## config.mk

```make
export PLATFORM = sky130hd
export DESIGN_NAME = record_average_selection_sort_top
export DESIGN_NICKNAME = d
export VERILOG_FILES = /design/src/rtl/ras_pkg.sv /design/src/rtl/record_average_selection_sort_top.sv /design/src/rtl/ras_store.sv /design/src/rtl/ras_ctrl.sv
export SDC_FILE = /design/constraint.sdc
export NUM_CORES = 1
export LEC_CHECK = 0
export BUFFER_PORTS_ARGS = -buffer_cell sky130_fd_sc_hd__buf_2
export CAP_MARGIN = 30
export CORE_MARGIN = 1
export CORE_UTILIZATION = 60
export DETAILED_ROUTE_END_ITERATION = 10
export GPL_ROUTABILITY_DRIVEN = 0
export HOLD_SLACK_MARGIN = 0.08
export PLACE_DENSITY = 0.76
export REMOVE_ABC_BUFFERS = 1
export SLEW_MARGIN = 15
export SYNTH_ARGS = -nofsm -noshare
export SYNTH_HDL_FRONTEND = slang
export SYNTH_HIERARCHICAL = 1
export SYNTH_SLANG_ARGS = --single-unit
export TNS_END_PERCENT = 100
```

## constraint.sdc

```tcl
create_clock -name clk_i -period 4.55 [get_ports clk_i]
set_input_delay 0.91 -clock clk_i [delete_from_list [all_inputs] [get_ports clk_i]]
set_output_delay 0.91 -clock clk_i [all_outputs]
set_load 0.01 [all_outputs]
```

## src/rtl/ras_pkg.sv

```systemverilog
`timescale 1ns / 1ps
// ----------------------------------------------------------------------------
// ras_pkg
// Shared types and constants of the record average selection sort.
// ----------------------------------------------------------------------------
package ras_pkg;

  localparam int unsigned ScoreW   = 10;
  localparam int unsigned InDataW  = 24;
  localparam int unsigned OutDataW = 32;

  typedef logic [ScoreW-1:0] score_t;

  typedef struct packed {
    score_t average;
    score_t second;
    score_t first;
  } record_t;

endpackage

```

## src/rtl/record_average_selection_sort_top.sv

```systemverilog
`timescale 1ns / 1ps
// ----------------------------------------------------------------------------
// record_average_selection_sort_top
// Loads a run of records, sorts them by descending average with a selection
// sort over a record memory and streams the sorted run out.
//
// channel  dir  tdata (lsb first)                        tlast
// s_axis   in   score_first, score_second                -
// m_axis   out  out_first, out_second, out_average       is_last
//
// loading writes each accepted record into the memory; the last record starts the sort
// sort position i scans records i to RECORDS - 1 on the single memory read port
// readout reads each record (registered memory read) and loads it once the output is free
// s_axis_tready_o is low from the
// last record of a run until the last sorted record is handed to the output
// reset clears control state only; the record memory needs no clearing
// ----------------------------------------------------------------------------
module record_average_selection_sort_top #(
  parameter int unsigned RECORDS = 8
) (
  input  logic                           clk_i,
  input  logic                           rst_ni,
  input  logic                           s_axis_tvalid_i,
  output logic                           s_axis_tready_o,
  input  logic [ras_pkg::InDataW-1:0]    s_axis_tdata_i,  // score_first, score_second
  output logic                           m_axis_tvalid_o,
  input  logic                           m_axis_tready_i,
  output logic [ras_pkg::OutDataW-1:0]   m_axis_tdata_o,  // out_first, out_second, out_average
  output logic                           m_axis_tlast_o   // is_last
);

  localparam int unsigned IdxW = $clog2(RECORDS);
  localparam int unsigned SW   = ras_pkg::ScoreW;

  logic             wr_en;
  logic [IdxW-1:0]  wr_addr;
  ras_pkg::record_t wr_data;
  logic [IdxW-1:0]  rd_addr;
  ras_pkg::record_t rd_data;
  logic             out_free;
  logic             out_load;
  ras_pkg::record_t out_rec;
  logic             out_last;

  logic             out_valid_q;
  ras_pkg::record_t out_rec_q;
  logic             out_last_q;

  ras_store #(
    .Depth (RECORDS),
    .AddrW (IdxW)
  ) u_store (
    .clk_i     (clk_i),
    .wr_en_i   (wr_en),
    .wr_addr_i (wr_addr),
    .wr_data_i (wr_data),
    .rd_addr_i (rd_addr),
    .rd_data_o (rd_data)
  );

  ras_ctrl #(
    .Records (RECORDS),
    .IdxW    (IdxW)
  ) u_ctrl (
    .clk_i       (clk_i),
    .rst_ni      (rst_ni),
    .in_valid_i  (s_axis_tvalid_i),
    .in_first_i  (s_axis_tdata_i[SW-1:0]),
    .in_second_i (s_axis_tdata_i[2*SW-1:SW]),
    .in_ready_o  (s_axis_tready_o),
    .out_free_i  (out_free),
    .out_load_o  (out_load),
    .out_rec_o   (out_rec),
    .out_last_o  (out_last),
    .wr_en_o     (wr_en),
    .wr_addr_o   (wr_addr),
    .wr_data_o   (wr_data),
    .rd_addr_o   (rd_addr),
    .rd_data_i   (rd_data)
  );

  assign out_free = !out_valid_q || m_axis_tready_i;

  always_ff @(posedge clk_i or negedge rst_ni) begin
    if (!rst_ni) begin
      out_valid_q <= 1'b0;
    end else if (out_load) begin
      out_valid_q <= 1'b1;
    end else if (m_axis_tready_i) begin
      out_valid_q <= 1'b0;
    end
  end

  always_ff @(posedge clk_i) begin
    if (out_load) begin
      out_rec_q  <= out_rec;
      out_last_q <= out_last;
    end
  end

  assign m_axis_tvalid_o = out_valid_q;
  assign m_axis_tlast_o  = out_last_q;
  assign m_axis_tdata_o  = {2'b00, out_rec_q.average, out_rec_q.second, out_rec_q.first};

endmodule

```

## src/rtl/ras_store.sv

```systemverilog
`timescale 1ns / 1ps
// ----------------------------------------------------------------------------
// ras_store
// Record memory: one write and one registered read per cycle.
// ----------------------------------------------------------------------------
module ras_store #(
  parameter int unsigned Depth = 8,
  parameter int unsigned AddrW = 3
) (
  input  logic             clk_i,
  input  logic             wr_en_i,
  input  logic [AddrW-1:0] wr_addr_i,
  input  ras_pkg::record_t wr_data_i,
  input  logic [AddrW-1:0] rd_addr_i,
  output ras_pkg::record_t rd_data_o
);

  ras_pkg::record_t mem_q [Depth];
  ras_pkg::record_t rd_data_q;

  always_ff @(posedge clk_i) begin
    if (wr_en_i) begin
      mem_q[wr_addr_i] <= wr_data_i;
    end
  end

  always_ff @(posedge clk_i) begin
    rd_data_q <= mem_q[rd_addr_i];
  end

  assign rd_data_o = rd_data_q;

endmodule

```

## src/rtl/ras_ctrl.sv

```systemverilog
`timescale 1ns / 1ps
// ----------------------------------------------------------------------------
// ras_ctrl
// Sequencer: loads records, runs the selection sort with one shared average
// comparator over the memory, swaps records and reads out the sorted run.
// ----------------------------------------------------------------------------
module ras_ctrl #(
  parameter int unsigned Records = 8,
  parameter int unsigned IdxW    = 3
) (
  input  logic             clk_i,
  input  logic             rst_ni,
  input  logic             in_valid_i,
  input  ras_pkg::score_t  in_first_i,
  input  ras_pkg::score_t  in_second_i,
  output logic             in_ready_o,
  input  logic             out_free_i,
  output logic             out_load_o,
  output ras_pkg::record_t out_rec_o,
  output logic             out_last_o,
  output logic             wr_en_o,
  output logic [IdxW-1:0]  wr_addr_o,
  output ras_pkg::record_t wr_data_o,
  output logic [IdxW-1:0]  rd_addr_o,
  input  ras_pkg::record_t rd_data_i
);

  localparam logic [2:0] StLoad   = 3'd0;
  localparam logic [2:0] StScan   = 3'd1;
  localparam logic [2:0] StSwap1  = 3'd2;
  localparam logic [2:0] StSwap2  = 3'd3;
  localparam logic [2:0] StEmitRd = 3'd4;
  localparam logic [2:0] StEmitLd = 3'd5;

  localparam logic [IdxW-1:0] LastIdx  = IdxW'(Records - 1);
  localparam logic [IdxW-1:0] LastOuter = IdxW'(Records - 2);

  logic [2:0]       state_q, state_d;
  logic [IdxW-1:0]  load_cnt_q, load_cnt_d;
  logic [IdxW-1:0]  outer_q, outer_d;
  logic [IdxW-1:0]  rd_idx_q, rd_idx_d;
  logic [IdxW-1:0]  best_idx_q, best_idx_d;
  logic [IdxW-1:0]  emit_idx_q, emit_idx_d;
  logic [IdxW-1:0]  data_idx_q;
  logic             data_ok_q;
  ras_pkg::record_t best_rec_q, best_rec_d;
  ras_pkg::record_t cur_rec_q, cur_rec_d;
  ras_pkg::record_t in_rec;
  logic [ras_pkg::ScoreW:0] score_sum;

  assign score_sum       = {1'b0, in_first_i} + {1'b0, in_second_i};
  assign in_rec.first    = in_first_i;
  assign in_rec.second   = in_second_i;
  assign in_rec.average  = score_sum[ras_pkg::ScoreW:1];

  assign in_ready_o = (state_q == StLoad);
  assign out_rec_o  = rd_data_i;
  assign out_last_o = (emit_idx_q == LastIdx);

  always_comb begin
    state_d    = state_q;
    load_cnt_d = load_cnt_q;
    outer_d    = outer_q;
    rd_idx_d   = rd_idx_q;
    best_idx_d = best_idx_q;
    emit_idx_d = emit_idx_q;
    best_rec_d = best_rec_q;
    cur_rec_d  = cur_rec_q;
    wr_en_o    = 1'b0;
    wr_addr_o  = load_cnt_q;
    wr_data_o  = in_rec;
    rd_addr_o  = rd_idx_q;
    out_load_o = 1'b0;
    case (state_q)
      StLoad: begin
        if (in_valid_i) begin
          wr_en_o = 1'b1;
          if (load_cnt_q == LastIdx) begin
            load_cnt_d = '0;
            outer_d    = '0;
            rd_idx_d   = '0;
            state_d    = StScan;
          end else begin
            load_cnt_d = load_cnt_q + 1'b1;
          end
        end
      end
      StScan: begin
        if (rd_idx_q != LastIdx) begin
          rd_idx_d = rd_idx_q + 1'b1;
        end
        if (data_ok_q) begin
          if (data_idx_q == outer_q) begin
            cur_rec_d  = rd_data_i;
            best_rec_d = rd_data_i;
            best_idx_d = data_idx_q;
          end else if (rd_data_i.average > best_rec_q.average) begin
            best_rec_d = rd_data_i;
            best_idx_d = data_idx_q;
          end
          if (data_idx_q == LastIdx) begin
            state_d = StSwap1;
          end
        end
      end
      StSwap1: begin
        wr_en_o   = 1'b1;
        wr_addr_o = outer_q;
        wr_data_o = best_rec_q;
        state_d   = StSwap2;
      end
      StSwap2: begin
        wr_en_o   = 1'b1;
        wr_addr_o = best_idx_q;
        wr_data_o = cur_rec_q;
        if (outer_q == LastOuter) begin
          emit_idx_d = '0;
          state_d    = StEmitRd;
        end else begin
          outer_d  = outer_q + 1'b1;
          rd_idx_d = outer_q + 1'b1;
          state_d  = StScan;
        end
      end
      StEmitRd: begin
        rd_addr_o = emit_idx_q;
        state_d   = StEmitLd;
      end
      StEmitLd: begin
        rd_addr_o = emit_idx_q;
        if (out_free_i) begin
          out_load_o = 1'b1;
          if (emit_idx_q == LastIdx) begin
            state_d = StLoad;
          end else begin
            emit_idx_d = emit_idx_q + 1'b1;
            state_d    = StEmitRd;
          end
        end
      end
      default: begin
        state_d = StLoad;
      end
    endcase
  end

  always_ff @(posedge clk_i or negedge rst_ni) begin
    if (!rst_ni) begin
      state_q    <= StLoad;
      load_cnt_q <= '0;
      outer_q    <= '0;
      rd_idx_q   <= '0;
      best_idx_q <= '0;
      emit_idx_q <= '0;
      data_idx_q <= '0;
      data_ok_q  <= 1'b0;
    end else begin
      state_q    <= state_d;
      load_cnt_q <= load_cnt_d;
      outer_q    <= outer_d;
      rd_idx_q   <= rd_idx_d;
      best_idx_q <= best_idx_d;
      emit_idx_q <= emit_idx_d;
      data_idx_q <= rd_idx_q;
      data_ok_q  <= (state_q == StScan);
    end
  end

  always_ff @(posedge clk_i) begin
    best_rec_q <= best_rec_d;
    cur_rec_q  <= cur_rec_d;
  end

  a_best_not_before_outer: assert property (@(posedge clk_i) disable iff (!rst_ni)
    (state_q == StSwap1) |-> (best_idx_q >= outer_q))
    else $error("best index below outer position");

  a_best_not_smaller: assert property (@(posedge clk_i) disable iff (!rst_ni)
    (state_q == StSwap2) |-> (best_rec_q.average >= cur_rec_q.average))
    else $error("selected record has smaller average");

  a_last_returns_to_load: assert property (@(posedge clk_i) disable iff (!rst_ni)
    (out_load_o && out_last_o) |=> (state_q == StLoad))
    else $error("no return to loading after last record");

  a_count_idle_outside_load: assert property (@(posedge clk_i) disable iff (!rst_ni)
    (state_q != StLoad) |-> (load_cnt_q == '0))
    else $error("load count nonzero outside loading");

endmodule
```

==> metrics.txt <==
status=complete, no violations; drt total wl=29.5 mm; HP Class=primary input to asynchronous set/reset pin; Synth area leader=edfxtp_1; Slowest-stage cell, CP=o21ai_0; final core utilization=0.681; fill count=1532; Die Span Y=162 um; DP Area=15900 sq um; crit path time final=2.97 ns; # nets final=926; vias in the first global route=7707; max incr delay on CP=0.64 ns; Fmax=0.337 GHz; placed cells=1158; largest net degree at the start of global routing=61; Synth Flop Type=edfxtp_1; post-synth top area share=0.646; CTS Buf Count=40; CTS tree=done; CTS root buffer=clkbuf_16; Die ar.=26300 sq um; Leak=6.24 nW; non-filler instance count after layout=1232; # IOs=63; Vias/cell=6.01; Crit Path Class=register to register; worst relative slew slack=0.410; Synth Instances=816; Core Region=25200 sq um; synth unique cells=50; Required @ worst endpoint=4.70 ns; # hold bufs at CTS=0; syn_area_per_cell=18.8 sq um; Total Routing Usage GR=0.232; main area contributors after synthesis=edfxtp_1 (65%), mux4_1 (10%), dfxtp_1 (3.9%); Crit. End Element=register; Rows=58; wire length per cell=24.0 um; Buf+Inv Stages, Crit Path=1; clk_skew=0.0222 ns; Worst Path Max Fanout=30; CTS max path bufs=3; Finished Cell Area=17100 sq um; hold_ws=0.366 ns; CP arrival=3.12 ns; final setup vio count=0; max-cap violations=0; post-CTS setup buffer count=0; layout cells sized above 1=0.211; Yosys warnings=6; initial antenna violation count=0; Area growth, synth to finish=11.5%; Crit path max-delay family=simple AND/OR/NAND/NOR gates; CTS sink count=384; Pre-Repair DR Iteration Count=5; Worst setup SP type=register; Clk Latency, worst-skew pair=0.53 ns; Mapped Area=15400 sq um; power after layout=11.3 mW; clock-pin slew on the worst setup and hold paths=0.05 ns; RSZ-0062 raised after global routing=no; Seq cells post-synth=384; Starting Density=0.611; endpoints failing hold=0; PD cells=660 nW/um^2; first-pass GRT wire length=44.3 mm; DRC Markers=0; grt ovf=0; ys async rst share=0.0599; 1st-iter DRT viols=559; CTS resizes=0; Seq/Total Area, Yosys=0.723; Final period util=0.652; htree depth=2; max-slew violations=0; Peak VDD IR=453 uV; die width=162 um; cell breakdown of the critical path=nand2b_2, o21ai_0, nand2_1, nor2_2, buf_4; vias=7402; PortBufs=56; post-DP HPWL=16.4 mm; DRT antenna net count=0; number of enable flip-flop cells after synthesis=331; Worst Tran Pin Value=0.884 ns
==> cells in the mapped netlist, types with 2 or more instances <==
master and n:
nand2b_4 2, nand4_1 3, a22o_1 2, mux4_1 60, mux2i_1 31, clkbuf_1 19, nor2b_1 5, a21oi_1 17
buf_2 5, buf_4 32, mux2_2 37, a31oi_1 4, xor2_1 7, a221oi_1 2, o21ai_0 38, edfxtp_1 331
nor3_1 6, nand3_1 3, xnor2_1 4, nor2_1 22, o21bai_1 3, dfxtp_1 30, nand2b_1 6, mux2_1 3
dfrtp_1 23, a32o_1 2, nand2_1 45, a21o_1 6, buf_6 7, ha_1 27, and4_1 2, inv_1 14
==> logic make-up (layout without fill, tap and decap cells) <==
group,Yosys count,in the layout,synth area share
XOR/XNOR,11,11,0.00627
buffers and inverters,77,161,0.0304
AO/OA/AOI/OAI,83,83,0.0324
AND/OR/NAND/NOR,101,101,0.0325
other,1,3,0.000244
flip-flops,384,384,0.723
adder cells (fa/ha/maj),28,28,0.0233
multiplexers,131,131,0.152
==> report_power, final <==
part           internal [mW]  total [mW]  switching, mW  leakage, nW
logic                   1.23        2.83           1.61         2.08
clock network           1.84        3.12           1.28        0.622
registers               4.97        5.36          0.389         3.54
==> final timing paths <==
check | start | to | slack [ns] | cells past startpoint
max | u_ctrl/state_q[2] | u_store/mem_q[7][16] | 1.58 | 5
min | rst_ni | u_ctrl/state_q[2] | 0.37 | 1
max reg2reg | u_ctrl/state_q[2] | u_store/mem_q[7][16] | 1.58 | 5
min reg2reg | u_store/rd_data_o[17] | u_ctrl/best_rec_q[17] | 0.45 | 0
max in group asynchronous | rst_ni | u_ctrl/state_q[0] | 3.81 | 1
min in group clk_i | u_store/rd_data_o[17] | u_ctrl/best_rec_q[17] | 0.45 | 0
==> per-stage QoR <==
stage / worst slack, ns / setup TNS, ns
global route: 1.45 / 0
CTS: 1.62 / 0
finish: 1.58 / 0
detailed placement: 1.19 / 0
floorplan: -0.171 / -10.11
global placement: 1.26 / 0
==> sequential cells by signal, summed over array words and instances (netlist names) <==
register / count
u_ctrl/cur_rec_q: 30
u_ctrl/data_idx_q: 3
u_store/mem_q: 240
u_ctrl/best_idx_q: 3
m_axis_tvalid_o: 1
m_axis_tlast_o: 1
u_ctrl/emit_idx_q: 3
u_ctrl/load_cnt_q: 3
u_ctrl/rd_idx_q: 3
u_store/rd_data_o: 30
u_ctrl/data_ok_q: 1
u_ctrl/state_q: 3
u_ctrl/outer_q: 3
m_axis_tdata_o: 30
u_ctrl/best_rec_q: 30
==> metal layers <==
metal / track usage / part of all wire / routed length [um] / up-vias
met3: 0.0335 / 0.057 / 1680 / 57
met2: 0.396 / 0.51 / 15000 / 242
met4: 0.0750 / 0.023 / 682 / 0
met1: 0.310 / 0.41 / 12200 / 3766
li1: - / - / - / 3337
met5: 0 / 0 / 0 / -
==> placed cells by master, fill, tap and decap left out, drive strengths merged, types with 9 or more instances in the layout <==
master,instances
edfxtp,331
buf,74
clkbuf,61
mux4,60
nand2,46
mux2,40
o21ai,38
mux2i,31
dfxtp,30
ha,27
dfrtp,23
nor2,23
a21oi,18
inv,17
nand2b,9
==> cell type report <==
type | instances | area (sq um) | area share
Antenna cell | 1 | 2.50 | 0.000146
Clock buffer | 61 | 1170 | 0.0683
Clock inverter | 12 | 100 | 0.00584
Inverter | 14 | 52.6 | 0.00307
Multi-Input combinational cell | 356 | 3830 | 0.224
Sequential cell | 384 | 11100 | 0.649
Tap cell | 330 | 413 | 0.0241
Timing Repair Buffer | 74 | 453 | 0.0264
(Power assumes the default switching activity.)
